--- config.mk ---
export PLATFORM = sky130hd
export DESIGN_NAME = keyed_count_table_unit
export DESIGN_NICKNAME = d
export VERILOG_FILES = /design/src/design/kct_pkg.sv /design/src/design/kct_store.sv /design/src/design/kct_alu.sv /design/src/design/keyed_count_table_unit.sv
export SDC_FILE = /design/constraint.sdc
export NUM_CORES = 1
export LEC_CHECK = 0
export BUFFER_PORTS_ARGS = -buffer_cell sky130_fd_sc_hd__buf_4
export CORE_ASPECT_RATIO = 1.25
export CORE_UTILIZATION = 56
export DETAILED_ROUTE_END_ITERATION = 8
export PLACE_DENSITY = 0.75
export SLEW_MARGIN = 20
export SYNTH_ARGS = -nofsm -noshare
export SYNTH_HDL_FRONTEND = slang
export SYNTH_HIERARCHICAL = 1
export SYNTH_SLANG_ARGS = --single-unit
--- constraint.sdc ---
create_clock -name clk -period 5.2 [get_ports clk]
set_clock_uncertainty 0.05 [all_clocks]
set_input_delay 0.52 -clock clk [delete_from_list [all_inputs] [get_ports clk]]
set_output_delay 0.52 -clock clk [all_outputs]
set_load 0.005 [all_outputs]
--- src/design/kct_pkg.sv ---
// ----------------------------------------------------------------------------
// kct_pkg: shared types and constants of the keyed count table
// Holds the field widths, the request codes, the sequencer states and the
// result bundle of the shared arithmetic unit.
// ----------------------------------------------------------------------------
package kct_pkg;

  localparam int KEY_W   = 16;
  localparam int COUNT_W = 16;
  localparam int ACT_W   = 2;

  typedef enum logic [ACT_W-1:0] {
    ACT_ADD   = 2'd0,
    ACT_QUERY = 2'd1,
    ACT_TAKE  = 2'd2
  } action_t;

  typedef enum logic {
    ALU_ADD = 1'b0,
    ALU_SUB = 1'b1
  } alu_op_t;

  typedef enum logic [1:0] {
    ST_IDLE,
    ST_CHECK,
    ST_CALC,
    ST_EMIT
  } state_t;

  // Everything the shared unit works out for one slot.
  typedef struct packed {
    logic [COUNT_W-1:0] new_count;
    logic [COUNT_W-1:0] removed;
    logic               enough;
  } alu_res_t;

endpackage

--- src/design/kct_store.sv ---
// ----------------------------------------------------------------------------
// kct_store: slot memory of the keyed count table
// One write port and one registered read port over the key and count arrays.
// A per-slot valid bit, cleared at reset, makes an unwritten slot read as empty.
// ----------------------------------------------------------------------------
module kct_store #(
  parameter int SLOTS = 16,
  localparam int IDX_W = (SLOTS > 1) ? $clog2(SLOTS) : 1
) (
  input  logic                        clk,
  input  logic                        rst_n,
  input  logic                        wr_en,
  input  logic [IDX_W-1:0]            wr_addr,
  input  logic [kct_pkg::KEY_W-1:0]   wr_key,
  input  logic [kct_pkg::COUNT_W-1:0] wr_count,
  input  logic [IDX_W-1:0]            rd_addr,
  output logic [kct_pkg::KEY_W-1:0]   rd_key,
  output logic [kct_pkg::COUNT_W-1:0] rd_count
);

  logic [kct_pkg::KEY_W-1:0]   key_mem   [SLOTS];
  logic [kct_pkg::COUNT_W-1:0] count_mem [SLOTS];
  logic [SLOTS-1:0]            vld_r;
  logic                        rd_vld_r;
  logic [kct_pkg::KEY_W-1:0]   rd_key_r;
  logic [kct_pkg::COUNT_W-1:0] rd_count_r;

  always_ff @(posedge clk) begin
    if (!rst_n) begin
      vld_r    <= '0;
      rd_vld_r <= 1'b0;
    end else begin
      if (wr_en) begin
        vld_r[wr_addr] <= 1'b1;
      end
      rd_vld_r <= vld_r[rd_addr];
    end
  end

  always_ff @(posedge clk) begin
    if (wr_en) begin
      key_mem[wr_addr]   <= wr_key;
      count_mem[wr_addr] <= wr_count;
    end
    rd_key_r   <= key_mem[rd_addr];
    rd_count_r <= count_mem[rd_addr];
  end

  // A slot never written reads as key zero and count zero.
  assign rd_key   = rd_vld_r ? rd_key_r   : '0;
  assign rd_count = rd_vld_r ? rd_count_r : '0;

endmodule

--- src/design/kct_alu.sv ---
// ----------------------------------------------------------------------------
// kct_alu: shared add and subtract unit
// One 17-bit adder serves the saturating add, the take subtraction and the
// enough-present compare.
// ----------------------------------------------------------------------------
module kct_alu (
  input  kct_pkg::alu_op_t            op,
  input  logic [kct_pkg::COUNT_W-1:0] count,
  input  logic [kct_pkg::COUNT_W-1:0] amount,
  output kct_pkg::alu_res_t           res
);

  logic                        is_sub;
  logic [kct_pkg::COUNT_W:0]   operand_b;
  logic [kct_pkg::COUNT_W:0]   sum;
  logic                        carry;

  assign is_sub    = (op == kct_pkg::ALU_SUB);
  assign operand_b = is_sub ? {1'b1, ~amount} : {1'b0, amount};
  assign sum       = {1'b0, count} + operand_b + {{kct_pkg::COUNT_W{1'b0}}, is_sub};
  // For an add the top bit is the overflow; for a subtract it is the borrow.
  assign carry     = sum[kct_pkg::COUNT_W];

  always_comb begin
    res = '0;
    if (is_sub) begin
      res.enough    = !carry && (amount != '0);
      res.new_count = carry ? '0 : sum[kct_pkg::COUNT_W-1:0];
      res.removed   = carry ? count : amount;
    end else begin
      res.enough    = 1'b1;
      res.new_count = carry ? '1 : sum[kct_pkg::COUNT_W-1:0];
      res.removed   = '0;
    end
  end

endmodule

--- src/design/keyed_count_table_unit.sv ---
// ----------------------------------------------------------------------------
// keyed_count_table_unit: keyed count table with add, query and take
// Top level: request sequencer, slot store and shared add/subtract unit.
// ----------------------------------------------------------------------------
// The table holds SLOTS slots of a 16-bit key and a 16-bit count; key zero
// marks an empty slot and slots are filled lowest first and never freed, so
// the occupied slots always form a prefix. Each request walks the store one
// slot per cycle through its single registered read port, stopping at the
// matching key, at the first empty slot or after the last slot. The input
// stalls until the sequencer is back in idle, so a new request is taken only
// once the previous one has handed its result to the output register.
// Requests with key zero or an unknown action, and queries of amount zero,
// skip the walk. The result sits in an output register, so the next request
// is taken while a result still waits downstream. All slots read as empty
// immediately after reset; there is no clearing pass.
// ----------------------------------------------------------------------------
module keyed_count_table_unit #(
  parameter int SLOTS = 16
) (
  input  logic                        clk,
  input  logic                        rst_n,
  input  logic                        in_valid,
  output logic                        in_stall,
  input  logic [kct_pkg::ACT_W-1:0]   in_action,
  input  logic [kct_pkg::KEY_W-1:0]   in_item_key,
  input  logic [kct_pkg::COUNT_W-1:0] in_amount_in,
  output logic                        out_valid,
  input  logic                        out_stall,
  output logic                        out_ok,
  output logic [kct_pkg::COUNT_W-1:0] out_amount_out
);

  localparam int IDX_W = (SLOTS > 1) ? $clog2(SLOTS) : 1;
  localparam logic [IDX_W-1:0] LAST_IDX = IDX_W'(SLOTS - 1);

  kct_pkg::state_t             state_r, state_nxt;
  logic [IDX_W-1:0]            idx_r, idx_nxt;
  logic [kct_pkg::ACT_W-1:0]   act_r;
  logic [kct_pkg::KEY_W-1:0]   key_r;
  logic [kct_pkg::COUNT_W-1:0] amt_r;
  logic                        res_ok_r, res_ok_nxt;
  logic [kct_pkg::COUNT_W-1:0] res_amt_r, res_amt_nxt;
  logic                        out_valid_r, out_valid_nxt;
  logic                        out_ok_r;
  logic [kct_pkg::COUNT_W-1:0] out_amount_r;

  logic                        in_accept;
  logic                        out_free;
  logic                        out_load;

  logic                        wr_en;
  logic [kct_pkg::KEY_W-1:0]   wr_key;
  logic [kct_pkg::COUNT_W-1:0] wr_count;
  logic [kct_pkg::KEY_W-1:0]   rd_key;
  logic [kct_pkg::COUNT_W-1:0] rd_count;

  kct_pkg::alu_op_t            alu_op;
  kct_pkg::alu_res_t           alu_res;

  // The read address always follows the next scan index, so the registered
  // read data in any cycle belongs to the slot at idx_r.
  kct_store #(
    .SLOTS(SLOTS)
  ) u_store (
    .clk     (clk),
    .rst_n   (rst_n),
    .wr_en   (wr_en),
    .wr_addr (idx_r),
    .wr_key  (wr_key),
    .wr_count(wr_count),
    .rd_addr (idx_nxt),
    .rd_key  (rd_key),
    .rd_count(rd_count)
  );

  assign alu_op = (act_r == kct_pkg::ACT_ADD) ? kct_pkg::ALU_ADD : kct_pkg::ALU_SUB;

  kct_alu u_alu (
    .op    (alu_op),
    .count (rd_count),
    .amount(amt_r),
    .res   (alu_res)
  );

  assign in_stall  = (state_r != kct_pkg::ST_IDLE);
  assign in_accept = in_valid && !in_stall;
  // The output register can take a new result when empty or being drained.
  assign out_free  = !out_valid_r || !out_stall;

  always_comb begin
    state_nxt   = state_r;
    idx_nxt     = idx_r;
    res_ok_nxt  = res_ok_r;
    res_amt_nxt = res_amt_r;
    wr_en       = 1'b0;
    wr_key      = key_r;
    wr_count    = amt_r;
    out_load    = 1'b0;

    unique case (state_r)
      kct_pkg::ST_IDLE: begin
        idx_nxt = '0;
        if (in_accept) begin
          res_ok_nxt  = 1'b0;
          res_amt_nxt = '0;
          // Requests that can change nothing and report nothing skip the walk.
          if (in_item_key == '0) begin
            state_nxt = kct_pkg::ST_EMIT;
          end else begin
            unique case (in_action) inside
              kct_pkg::ACT_ADD,
              kct_pkg::ACT_TAKE:  state_nxt = kct_pkg::ST_CHECK;
              kct_pkg::ACT_QUERY: state_nxt = (in_amount_in == '0) ? kct_pkg::ST_EMIT
                                                                    : kct_pkg::ST_CHECK;
              default:            state_nxt = kct_pkg::ST_EMIT;
            endcase
          end
        end
      end

      kct_pkg::ST_CHECK: begin
        if (rd_key == key_r) begin
          state_nxt = kct_pkg::ST_CALC;
        end else if (rd_key == '0) begin
          // First empty slot: the key is absent. An add claims this slot.
          if (act_r == kct_pkg::ACT_ADD) begin
            wr_en      = 1'b1;
            wr_count   = amt_r;
            res_ok_nxt = 1'b1;
          end
          state_nxt = kct_pkg::ST_EMIT;
        end else if (idx_r == LAST_IDX) begin
          // Table full and the key is not in it.
          state_nxt = kct_pkg::ST_EMIT;
        end else begin
          idx_nxt = idx_r + IDX_W'(1);
        end
      end

      kct_pkg::ST_CALC: begin
        if (act_r == kct_pkg::ACT_QUERY) begin
          res_ok_nxt = alu_res.enough;
        end else begin
          wr_en    = 1'b1;
          wr_count = alu_res.new_count;
          if (act_r == kct_pkg::ACT_ADD) begin
            res_ok_nxt = 1'b1;
          end else begin
            res_amt_nxt = alu_res.removed;
          end
        end
        state_nxt = kct_pkg::ST_EMIT;
      end

      kct_pkg::ST_EMIT: begin
        idx_nxt = '0;
        if (out_free) begin
          out_load  = 1'b1;
          state_nxt = kct_pkg::ST_IDLE;
        end
      end

      default: begin
        state_nxt = kct_pkg::ST_IDLE;
      end
    endcase
  end

  always_comb begin
    out_valid_nxt = out_valid_r && out_stall;
    if (out_load) begin
      out_valid_nxt = 1'b1;
    end
  end

  always_ff @(posedge clk) begin
    if (!rst_n) begin
      state_r     <= kct_pkg::ST_IDLE;
      idx_r       <= '0;
      out_valid_r <= 1'b0;
    end else begin
      state_r     <= state_nxt;
      idx_r       <= idx_nxt;
      out_valid_r <= out_valid_nxt;
    end
  end

  // Request and result payload registers.
  always_ff @(posedge clk) begin
    if (in_accept) begin
      act_r <= in_action;
      key_r <= in_item_key;
      amt_r <= in_amount_in;
    end
    res_ok_r  <= res_ok_nxt;
    res_amt_r <= res_amt_nxt;
    if (out_load) begin
      out_ok_r     <= res_ok_r;
      out_amount_r <= res_amt_r;
    end
  end

  assign out_valid      = out_valid_r;
  assign out_ok         = out_ok_r;
  assign out_amount_out = out_amount_r;

  // The store is only written while a request is being worked on.
  assert property (@(posedge clk) disable iff (!rst_n)
    wr_en |-> (state_r == kct_pkg::ST_CHECK || state_r == kct_pkg::ST_CALC))
    else $error("store written outside of a request");

  // An empty-slot marker is never stored as a key.
  assert property (@(posedge clk) disable iff (!rst_n)
    wr_en |-> (wr_key != '0))
    else $error("key zero written to the store");

  // An accepted request always leaves the idle state at the next edge.
  assert property (@(posedge clk) disable iff (!rst_n)
    in_accept |=> (state_r != kct_pkg::ST_IDLE))
    else $error("accepted request did not start");

  // A new result is loaded only when the output register can take it.
  assert property (@(posedge clk) disable iff (!rst_n)
    (out_valid_r && out_stall) |=> (out_valid_r && $stable(out_amount_r)))
    else $error("pending result overwritten");

endmodule
==> summary.txt <==
Worst-margin pin slew: 1.05 ns
Latest clock arrival within the worst-skew pair: 0.62 ns
Core ar.: 44400 sq um
Compound-gate portion of the synthesized area: 4.35%
Placed cells: 1945
CTS Hold Buffers Added: 0
Ant. Diodes: 0
Worst Path Required: 5.65 ns
Synth Area in Simple Gates: 4.69%
Synthesized area: 25400 sq um
Die height: 240 um
DRC: 22
Io pins: 57
Data arrival time of the worst path: 5.14 ns
Fin. max-slew vios: 0
First-pass GRT wire length: 83.4 mm
Max-slew headroom: 30.1%
Crit start category: register
Final min period: 4.69 ns
Most area-hungry cell type in the Yosys netlist: edfxtp_1
Post-DRT Antenna Nets: 0
Status: finished, violations left
Initial Util: 57.2%
Post-synth top cells: 580 x edfxtp_1, 130 x mux4_2, 64 x a22oi_1
Syn nets: 1409
RSZ-0062 raised after global routing: no
Count leader, synth: edfxtp_1
Die Width: 193 um
Finished Layout Cells: 2055
Post-synth top area share: 68.5%
Hold Slack: 0.0342 ns
Distinct cells, synth: 64
TritonCTS clock tree: built
Hold Violations, Final: 0
Initial antenna violation count: 0
Seq cells post-synth: 636
Nets: 1493
Post_cts resized: 0
Clk root buf: clkbuf_16
Detailed Routing Iterations Pass 1: 9
Post-synthesis mux area share: 13.3%
Max Cap Viol: 0
Design Power: 0.0132 W
Total die area: 46300 sq um
Routed vias: 13.2k
Yosys warnings: 6
Seq/Total Area, Yosys: 72.9%
PortBufs: 56
CP Capture Type: register
Area growth from synthesis to layout: 13.6%
Synth Area in XOR/XNOR: 1.58%
Per-cell routed wire length: 27.3 um
Synth Area in Adders: 1.54%
Pwr dens: 457 nW/um^2
Vias in the first global route: 13.5k
Iter 0 DRT Violations: 1287
Tcrit/Tclk final: 90.2%
Kind of critical path: register to register
Final GP Congestion: 0.896
Largest family of logic cells by synthesized area: multiplexers
Mapped Avg Cell Area: 18.8 sq um
Post-CTS Setup Repair Bufs: 0
Num CTS Buffers: 59
Cells after synthesis: 1350
CP Max Fanout: 64
Async SR Flop Fraction: 0%
Sum of negative setup slack: 0 ns
H-tree depth: 2
Largest cells by area after synthesis: edfxtp_1 68%, mux4_2 12%, dfxtp_1 4.4%
Largest net degree at the start of global routing: 65
Global-route usage over all layers: 25.1%
Filler instances: 2857
Clk pin slew, worst setup/hold paths: 0.06 ns
Setup violations, final: 0
Routed wire length: 56.0 mm
GRT overflow: 0
Max Fclk: 213 MHz
Peak supply drop: 0.000312 V
Via density: 6.42
Clock net sink count: 636
Static Leakage: 9.36 nW
Rows: 86
Main synth FF type: edfxtp_1
Core Util, Final: 65.0%
Post-DP HPWL: 32.2 mm
Layout cells sized above 1: 25.2%
Worst Hold Class: primary input to register
Max clock buf depth: 3
Failing checks: design-rule violations
Post-synth EDFFs: 580
## cell type report
cell class	count	area, sq um	area share [%]
tap	572	716	2.48
timing repair buffer	94	906	3.14
inverter	12	45.0	0.156
clock inverter	29	358	1.24
sequential	636	18500	64.2
multi-input combinational	631	6630	22.9
clock buffer	81	1700	5.89
## per-stage QoR
stage	cell area, sq um	setup slack, ns
2_1_floorplan	25400	0.277
3_3_place_gp	26800	0.616
3_5_place_dp	26800	0.546
4_1_cts	28900	0.471
5_1_grt	28900	0.263
6_report	28900	0.510
## layout by cell type (no fill, tap or decap), types with 24 or more instances in the layout
cell,n
edfxtp_1,580
mux4_2,130
buf_4,78
a22oi_1,64
clkbuf_16,61
nand2_1,58
dfxtp_1,56
and2_1,51
xor2_1,39
nor2_1,35
mux2i_1,24
## cells by family (layout without fill, tap and decap cells)
logic type      count (synthesis)  in the layout
flops                         636            636
simple gates                  233            233
mux                           172            172
compound gates                147            147
buf+inv                        83            216
xor+xnor                       46             46
fa+ha+maj                      33             33
## where the power goes
group	leakage [nW]	internal [W]	switching, W
Sequential	5.72	0.00627	0.000241
Clock	0.999	0.00268	0.00184
Combinational	2.64	0.000897	0.00127
## flip-flops by register name, indices dropped and copies added (netlist names)
signal              flops
act_r                   2
u_store/key_mem       256
u_store/rd_vld_r        1
key_r                  16
out_amount_out         16
amt_r                  16
u_store/count_mem     256
res_amt_r              16
u_store/rd_key_r       16
out_ok                  1
out_valid               1
u_store/vld_r          16
state_r                 2
u_store/rd_count_r     16
res_ok_r                1
idx_r                   4
## metal layers
metal / global-route usage [%] / share of wire [%]
met2: 41.5 / 50
met3: 4.36 / 7.6
met5: 0 / 0
met4: 9.35 / 3.4
met1: 33.6 / 39
## worst max-delay path: stages, from the launching register on
cell and delay, ns:
dfxtp_1 0.31, buf_4 0.36, and2_1 0.23, xor2_1 0.07
nor4_1 0.64, nand4_1 0.66, nand4_1 0.40, nand3_4 0.55
buf_12 0.44, mux4_2 0.37, a22oi_1 0.25, nand2_1 0.08
## final timing paths
| check | start | to | slack (ns) | cells after the start |
|---|---|---|---|---|
| max | u_store/rd_vld_r$_SDFF_PN0_ | u_store/rd_count_r[10]$_DFF_P_ | 0.51 | 11 |
| max reg2reg | u_store/rd_vld_r$_SDFF_PN0_ | u_store/rd_count_r[10]$_DFF_P_ | 0.51 | 11 |
| min reg2reg | res_amt_r[15]$_SDFFCE_PN0P_ | out_amount_out[15]$_DFFE_PP_ | 0.37 | 0 |
| min | in_amount_in[6] | amt_r[6]$_DFFE_PP_ | 0.03 | 1 |
Power figures use the tool's default switching activity.
